**src/rtl/clr_pkg.sv**
```systemverilog
// Types and character constants for the line reader.
// No dependencies.
package clr_pkg;

    localparam logic [7:0] CH_HASH   = 8'h23;
    localparam logic [7:0] CH_BSLASH = 8'h5C;
    localparam logic [7:0] CH_LF     = 8'h0A;
    localparam logic [7:0] CH_CR     = 8'h0D;

    // one result beat
    typedef struct packed {
        logic       char_valid;
        logic [7:0] out_char;
        logic       line_end;
        logic       line_had_input;
        logic       last;
    } result_t;

    // everything one input beat produces
    typedef struct packed {
        logic [1:0] count;
        result_t    r0;
        result_t    r1;
    } step_out_t;

endpackage

```
**src/rtl/clr_step.sv**
```systemverilog
// Line parsing state and the per-byte decision logic.
// Depends on clr_pkg.
module clr_step
(
    input  logic                  clk,
    input  logic                  rst_n,
    input  logic                  fire,
    input  logic [7:0]            in_byte,
    input  logic                  end_of_stream,
    output clr_pkg::step_out_t    step_out
);
    import clr_pkg::*;

    logic quote_pending_reg, quote_pending_next;
    logic in_comment_reg, in_comment_next;
    logic swallow_armed_reg, swallow_armed_next;
    logic swallow_is_cr_reg, swallow_is_cr_next;
    logic line_started_reg, line_started_next;

    result_t    char_res;
    result_t    end_res;
    logic [7:0] expect_byte;
    logic       is_break;

    // result templates
    always_comb
    begin
        char_res = '0;
        char_res.char_valid = 1'b1;
        end_res = '0;
        end_res.line_end = 1'b1;
        expect_byte = swallow_is_cr_reg ? CH_CR : CH_LF;
        is_break = (in_byte == CH_LF) || (in_byte == CH_CR);
    end

    // decision for one beat
    always_comb
    begin
        step_out = '0;
        quote_pending_next = quote_pending_reg;
        in_comment_next    = in_comment_reg;
        swallow_armed_next = swallow_armed_reg;
        swallow_is_cr_next = swallow_is_cr_reg;
        line_started_next  = line_started_reg;

        if (end_of_stream)
        begin
            if (quote_pending_reg)
            begin
                step_out.count = 2'd2;
                step_out.r0 = char_res;
                step_out.r0.out_char = CH_BSLASH;
                step_out.r1 = end_res;
                step_out.r1.line_had_input = line_started_reg;
                step_out.r1.last = 1'b1;
            end
            else
            begin
                step_out.count = 2'd1;
                step_out.r0 = end_res;
                step_out.r0.line_had_input = line_started_reg;
                step_out.r0.last = 1'b1;
            end
            quote_pending_next = 1'b0;
            in_comment_next    = 1'b0;
            swallow_armed_next = 1'b0;
            swallow_is_cr_next = 1'b0;
            line_started_next  = 1'b0;
        end
        else if (swallow_armed_reg && (in_byte == expect_byte))
        begin
            // swallowed byte: no result, not counted
            swallow_armed_next = 1'b0;
        end
        else
        begin
            swallow_armed_next = 1'b0;
            line_started_next  = 1'b1;
            if (quote_pending_reg)
            begin
                quote_pending_next = 1'b0;
                if (in_byte == CH_HASH)
                begin
                    step_out.count = 2'd1;
                    step_out.r0 = char_res;
                    step_out.r0.out_char = CH_HASH;
                    step_out.r0.last = 1'b1;
                end
                else if (is_break)
                begin
                    // continuation: join lines
                    swallow_armed_next = 1'b1;
                    swallow_is_cr_next = (in_byte == CH_LF);
                end
                else
                begin
                    step_out.count = 2'd2;
                    step_out.r0 = char_res;
                    step_out.r0.out_char = CH_BSLASH;
                    step_out.r1 = char_res;
                    step_out.r1.out_char = in_byte;
                    step_out.r1.last = 1'b1;
                end
            end
            else if (in_byte == CH_HASH)
            begin
                in_comment_next = 1'b1;
            end
            else if (in_byte == CH_BSLASH)
            begin
                if (!in_comment_reg)
                begin
                    quote_pending_next = 1'b1;
                end
            end
            else if (is_break)
            begin
                step_out.count = 2'd1;
                step_out.r0 = end_res;
                step_out.r0.line_had_input = 1'b1;
                step_out.r0.last = 1'b1;
                quote_pending_next = 1'b0;
                in_comment_next    = 1'b0;
                line_started_next  = 1'b0;
                swallow_armed_next = 1'b1;
                swallow_is_cr_next = (in_byte == CH_LF);
            end
            else if (!in_comment_reg)
            begin
                step_out.count = 2'd1;
                step_out.r0 = char_res;
                step_out.r0.out_char = in_byte;
                step_out.r0.last = 1'b1;
            end
        end
    end

    // state update on each consumed beat
    always_ff @(posedge clk or negedge rst_n)
    begin
        if (!rst_n)
        begin
            quote_pending_reg <= 1'b0;
            in_comment_reg    <= 1'b0;
            swallow_armed_reg <= 1'b0;
            swallow_is_cr_reg <= 1'b0;
            line_started_reg  <= 1'b0;
        end
        else if (fire)
        begin
            quote_pending_reg <= quote_pending_next;
            in_comment_reg    <= in_comment_next;
            swallow_armed_reg <= swallow_armed_next;
            swallow_is_cr_reg <= swallow_is_cr_next;
            line_started_reg  <= line_started_next;
        end
    end

endmodule

```
**src/rtl/clr_out_buf.sv**
```systemverilog
// Two-slot result register that drains one beat per cycle while out_stall is low.
// Depends on clr_pkg.
module clr_out_buf
(
    input  logic                  clk,
    input  logic                  rst_n,
    input  logic                  load,
    input  clr_pkg::step_out_t    step_out,
    output logic                  can_load,
    output logic                  out_valid,
    input  logic                  out_stall,
    output clr_pkg::result_t      head
);
    import clr_pkg::*;

    logic [1:0] cnt_reg, cnt_next;
    result_t    slot0_reg, slot0_next;
    result_t    slot1_reg, slot1_next;
    logic       take;

    assign out_valid = (cnt_reg != 2'd0);
    assign take      = out_valid && !out_stall;
    assign can_load  = (cnt_reg == 2'd0) || ((cnt_reg == 2'd1) && take);
    assign head      = slot0_reg;

    // slot and count update
    always_comb
    begin
        cnt_next   = cnt_reg;
        slot0_next = slot0_reg;
        slot1_next = slot1_reg;
        if (load)
        begin
            slot0_next = step_out.r0;
            slot1_next = step_out.r1;
            cnt_next   = step_out.count;
        end
        else if (take)
        begin
            slot0_next = slot1_reg;
            cnt_next   = cnt_reg - 2'd1;
        end
    end

    always_ff @(posedge clk or negedge rst_n)
    begin
        if (!rst_n)
        begin
            cnt_reg <= 2'd0;
        end
        else
        begin
            cnt_reg <= cnt_next;
        end
    end

    // payload, no reset
    always_ff @(posedge clk)
    begin
        slot0_reg <= slot0_next;
        slot1_reg <= slot1_next;
    end

endmodule

```
**src/rtl/config_line_reader.sv**
```systemverilog
// Top level of the line reader: input register, parser, result buffer.
// Depends on clr_pkg, clr_step and clr_out_buf.
//
//  channel | handshake             | beat contents
//  --------+-----------------------+-----------------------------------------------
//  in      | in_valid / in_stall   | in_byte, end_of_stream
//  out     | out_valid / out_stall | char_valid, out_char, line_end, line_had_input, last
//
// One input beat per cycle while in_stall is low; a beat that yields two results holds
// the input while the result buffer drains. Each beat is registered, then loaded into the
// result buffer. Reset is asynchronous and clears parser state and both valid flags.
// in_stall rises only while the registered beat cannot move into the result buffer.
module config_line_reader
(
    input  logic       clk,
    input  logic       rst_n,
    input  logic       in_valid,
    output logic       in_stall,
    input  logic [7:0] in_byte,
    input  logic       end_of_stream,
    output logic       out_valid,
    input  logic       out_stall,
    output logic       char_valid,
    output logic [7:0] out_char,
    output logic       line_end,
    output logic       line_had_input,
    output logic       last
);
    import clr_pkg::*;

    logic       in_vld_reg;
    logic [7:0] byte_reg;
    logic       eos_reg;
    logic       can_load;
    logic       fire;
    step_out_t  step_out;
    result_t    head;

    assign fire     = in_vld_reg && can_load;
    assign in_stall = in_vld_reg && !fire;

    // input register
    always_ff @(posedge clk or negedge rst_n)
    begin
        if (!rst_n)
        begin
            in_vld_reg <= 1'b0;
        end
        else if (!in_stall)
        begin
            in_vld_reg <= in_valid;
        end
    end

    always_ff @(posedge clk)
    begin
        if (in_valid && !in_stall)
        begin
            byte_reg <= in_byte;
            eos_reg  <= end_of_stream;
        end
    end

    clr_step u_step
    (
        .clk           (clk),
        .rst_n         (rst_n),
        .fire          (fire),
        .in_byte       (byte_reg),
        .end_of_stream (eos_reg),
        .step_out      (step_out)
    );

    clr_out_buf u_out
    (
        .clk       (clk),
        .rst_n     (rst_n),
        .load      (fire),
        .step_out  (step_out),
        .can_load  (can_load),
        .out_valid (out_valid),
        .out_stall (out_stall),
        .head      (head)
    );

    assign char_valid     = head.char_valid;
    assign out_char       = head.out_char;
    assign line_end       = head.line_end;
    assign line_had_input = head.line_had_input;
    assign last           = head.last;

endmodule

```
**config.mk**
```make
export PLATFORM = sky130hd
export DESIGN_NAME = config_line_reader
export DESIGN_NICKNAME = d
export VERILOG_FILES = /design/src/rtl/clr_pkg.sv /design/src/rtl/clr_step.sv /design/src/rtl/clr_out_buf.sv /design/src/rtl/config_line_reader.sv
export SDC_FILE = /design/constraint.sdc
export NUM_CORES = 1
export LEC_CHECK = 0
export ABC_AREA = 1
export BUFFER_PORTS_ARGS = -buffer_cell sky130_fd_sc_hd__buf_2
export CORE_MARGIN = 5
export CORE_UTILIZATION = 61
export CTS_CLUSTER_SIZE = 20
export DETAILED_ROUTE_END_ITERATION = 16
export GPL_TIMING_DRIVEN = 0
export PLACE_DENSITY = 0.84
export SLEW_MARGIN = 15
export SYNTH_ARGS = -nofsm -noshare
export SYNTH_HDL_FRONTEND = slang
export SYNTH_SLANG_ARGS = --single-unit
```
**constraint.sdc**
```tcl
create_clock -name clk -period 2.74 [get_ports clk]
set_input_delay 0.137 -clock clk [delete_from_list [all_inputs] [get_ports clk]]
set_output_delay 0.137 -clock clk [all_outputs]
set_load 0.01 [all_outputs]
```
==> flow_summary.json <==
{
  "io_pins": 27,
  "cp.arrival_ps": 2140,
  "power_frac_seq_pct": 46.1,
  "fin_skew_ps": 8.14,
  "synth_common_cells": "nand2_1 (61), edfxtp_1 (33), inv_1 (26)",
  "max_freq_ghz": 0.491,
  "power_switching_mw": 0.842,
  "p_int_mw": 1.47,
  "syn_inst": 211,
  "grt_max_degree": 19,
  "slew_viol_final": 0,
  "switching_share_pct": 36.5,
  "die_w_um": 67.7,
  "antenna_left": 0,
  "regToRegSetupSlack_ps": 700,
  "synth.yosys.seq_area_share_pct": 58.6,
  "cts_root_buf": "clkbuf_4",
  "cts_tree": "done",
  "clockBufferDepth": 2,
  "status": "finished, final reports clean",
  "cp_cell_sequence": "inv_1 -> ha_1 -> a21oi_4 -> nor2_8 -> clkinv_1 -> buf_2 -> nand2_1 -> nand3_1",
  "synth_flop_cell": "edfxtp_1",
  "h-tree-depth": 2,
  "worstPathRequired_ps": 2850,
  "grt-busiest-layer": "met2",
  "synth-edff-count": 33,
  "rr_worst_depth": 8,
  "area_growth_pct": 17.9,
  "rsz0062_at_grt": "no",
  "yosysMostFrequentCell": "nand2_1",
  "p_leak_nw": 1.13,
  "critical-path-top-delay-family": "buffers and inverters",
  "post-cts-setup-buffer-count": 0,
  "tightest_slew_ps": 472,
  "fin_nets": 269,
  "slowest_stage": "dfrtp_1",
  "drc_errors": 0,
  "first_pass_iters": 4,
  "synth_fp_nets": 226,
  "min_to": "in_vld_reg$_DFFE_PN0N_",
  "setup_viol": 0,
  "crit_fanout": 18,
  "cts-resized-gates": 0,
  "netlist_top_cells_area": "edfxtp_1 (49%), nand2_1 (11%), dfrtp_1 (9.9%)",
  "rr_endpoint": "u_out.head[11]$_DFFE_PP_",
  "drive_gt1_share_pct": 24.3,
  "wl_um": 3680,
  "clk_pin_slew_ps": 120,
  "hold_violations": 0,
  "start_util_pct": 61.9,
  "path_class": "register to register",
  "finalCritPeriodShare_pct": 74.3,
  "first_global_vias": 1480,
  "cts_buffers": 5,
  "vdd_drop_max_uv": 548,
  "end_kind": "register",
  "insertion_delay_ps": 350,
  "yosys_warnings": 0,
  "core-area_um2": 3280,
  "max-cap-violations": 0,
  "grt-ovfl-total": 0,
  "tns_ps": 0,
  "min-delay-start": "in_valid",
  "fillers": 253,
  "use_met2_pct": 32.7,
  "holdPathStages": 3,
  "cp_num_buf_inv": 3,
  "cp.depth": 8,
  "synth_async_sr_flop_share_pct": 19.5,
  "io_buffers": 26,
  "yosys.area.top_type": "edfxtp_1",
  "num_rows": 21,
  "num_vias": 1516,
  "min_path_type": "primary input to register",
  "worstReg2RegStart": "u_out.cnt_reg[0]$_DFFE_PN0P_",
  "ys_ff_latch": 41,
  "combPwrFrac_pct": 37.6,
  "routedWlPerCell_um": 12.2,
  "synthesis.area_um2": 2030,
  "maxSlewHeadroom_pct": 68.5,
  "p_clk_share_pct": 16.2,
  "gp_congestion": 0.877,
  "grt.total_usage_pct": 18.7,
  "die_h_um": 67.7,
  "first_iter_violations": 139,
  "grt_use_met1_pct": 22.0,
  "fin_crit_ps": 2040,
  "via_per_inst": 5.04,
  "antenna_cells": 0,
  "met3_usage_pct": 4.66,
  "yosysUniqueCellTypes": 29,
  "setup.worst_path.start_class": "register",
  "cts.sinks": 41,
  "finish.utilization_pct": 72.9,
  "grt_pass1_wl_um": 6240,
  "antenna_found_initial": 0,
  "slowest_delay_ps": 400,
  "synth_top_area_share_pct": 48.8,
  "avgSynthCellArea_um2": 9.63,
  "p_per_area_nw_per_um2": 964,
  "place_hpwl_um": 2740,
  "die-area_um2": 4590
}
logic make-up (layout without fill, tap and decap cells):
| logic type | after synthesis | in the layout | share of synthesized area [%] |
|---|---|---|---|
| AO/OA/AOI/OAI | 22 | 22 | 6.71 |
| adder cells (fa/ha/maj) | 2 | 2 | 1.23 |
| buffers and inverters | 36 | 80 | 7.08 |
| flip-flops | 41 | 41 | 58.6 |
| AND/OR/NAND/NOR | 110 | 110 | 26.4 |
power groups by stage:
stage | registers, mW | logic (mW) | clock network [mW]
2_1_floorplan | 1.12 | 0.564 | 0
3_5_place_dp | 1.08 | 0.861 | 0
4_1_cts | 1.07 | 0.876 | 0.374
3_3_place_gp | 1.07 | 0.830 | 0
5_1_grt | 1.09 | 0.979 | 0.410
6_report | 1.07 | 0.869 | 0.375
per-stage QoR:
step | power [mW] | hold slack [ps] | cell area (µm²) | cells | setup WS, ps
floorplan | 1.68 | -159 | 2030 | 211 | 1010
global placement | 1.90 | -11.2 | 2220 | 283 | 770
detailed placement | 1.94 | -6.66 | 2220 | 283 | 703
CTS | 2.32 | 4.01 | 2390 | 301 | 683
global route | 2.48 | 10.2 | 2390 | 301 | 552
finish | 2.31 | 2.29 | 2390 | 301 | 705
worst max path at each step:
stage | to | slack, ps | startpoint
2_1_floorplan | u_out.head[2]$_DFFE_PP_ | 1010 | u_out.cnt_reg[0]$_DFFE_PN0P_
3_3_place_gp | u_out.head[2]$_DFFE_PP_ | 770 | u_out.cnt_reg[0]$_DFFE_PN0P_
3_5_place_dp | u_out.head[11]$_DFFE_PP_ | 700 | u_out.cnt_reg[0]$_DFFE_PN0P_
4_1_cts | u_out.head[11]$_DFFE_PP_ | 680 | u_out.cnt_reg[0]$_DFFE_PN0P_
5_1_grt | u_out.head[11]$_DFFE_PP_ | 550 | u_out.cnt_reg[0]$_DFFE_PN0P_
6_report | u_out.head[11]$_DFFE_PP_ | 700 | u_out.cnt_reg[0]$_DFFE_PN0P_
cells in the final DEF, fill, tap and decap left out, types with 2 or more instances in the layout:
master         count
dlygate4sd3_1     10
nand4_1            3
ha_1               2
nor3_1             4
nand2_4            2
nor2_4             2
clkbuf_4           5
inv_1             26
nand2_1           61
o21ai_2            2
nand3_1            8
a21oi_1            5
edfxtp_1          33
o21ai_0            8
buf_2             27
clkinv_1           3
nand2_2            3
nor2_2             8
dfrtp_1            8
nand3_2            2
nor2_1            15
o21ai_1            3
inv_2              5
clkbuf_1           2
final cells by class:
| class | count | area, µm² | share of cell area [%] |
|---|---|---|---|
| plain buffers | 3 | 20.0 | 0.836 |
| clock buffers | 6 | 41.3 | 1.72 |
| clock inverters | 2 | 33.8 | 1.41 |
| inverters | 33 | 124 | 5.17 |
| multi-input cells | 134 | 697 | 29.1 |
| flip-flops and latches | 41 | 1190 | 49.7 |
| well taps | 46 | 57.6 | 2.40 |
| repair buffers | 36 | 230 | 9.61 |
tightest hold or removal path: cells and delay by family:
family        cells  cell delay [ps]
simple gates      2              110
buf+inv           1               70
repair_timing:
| action | 4_1_cts | 5_1_grt |
|---|---|---|
| hold endpoints to repair | 17 | 0 |
| hold buffers | 10 | 0 |
| endpoints found under the setup margin | 0 | 0 |
routing by layer:
| metal | part of all wire [%] | up-vias | wire length, µm |
|---|---|---|---|
| met1 | 44 | 702 | 1610 |
| met5 | 0 | - | 0 |
| met2 | 49 | 40 | 1800 |
| met3 | 7.0 | 2 | 256 |
| met4 | 0.65 | 0 | 24 |
| li1 | - | 772 | - |
(Power assumes the default switching activity.)
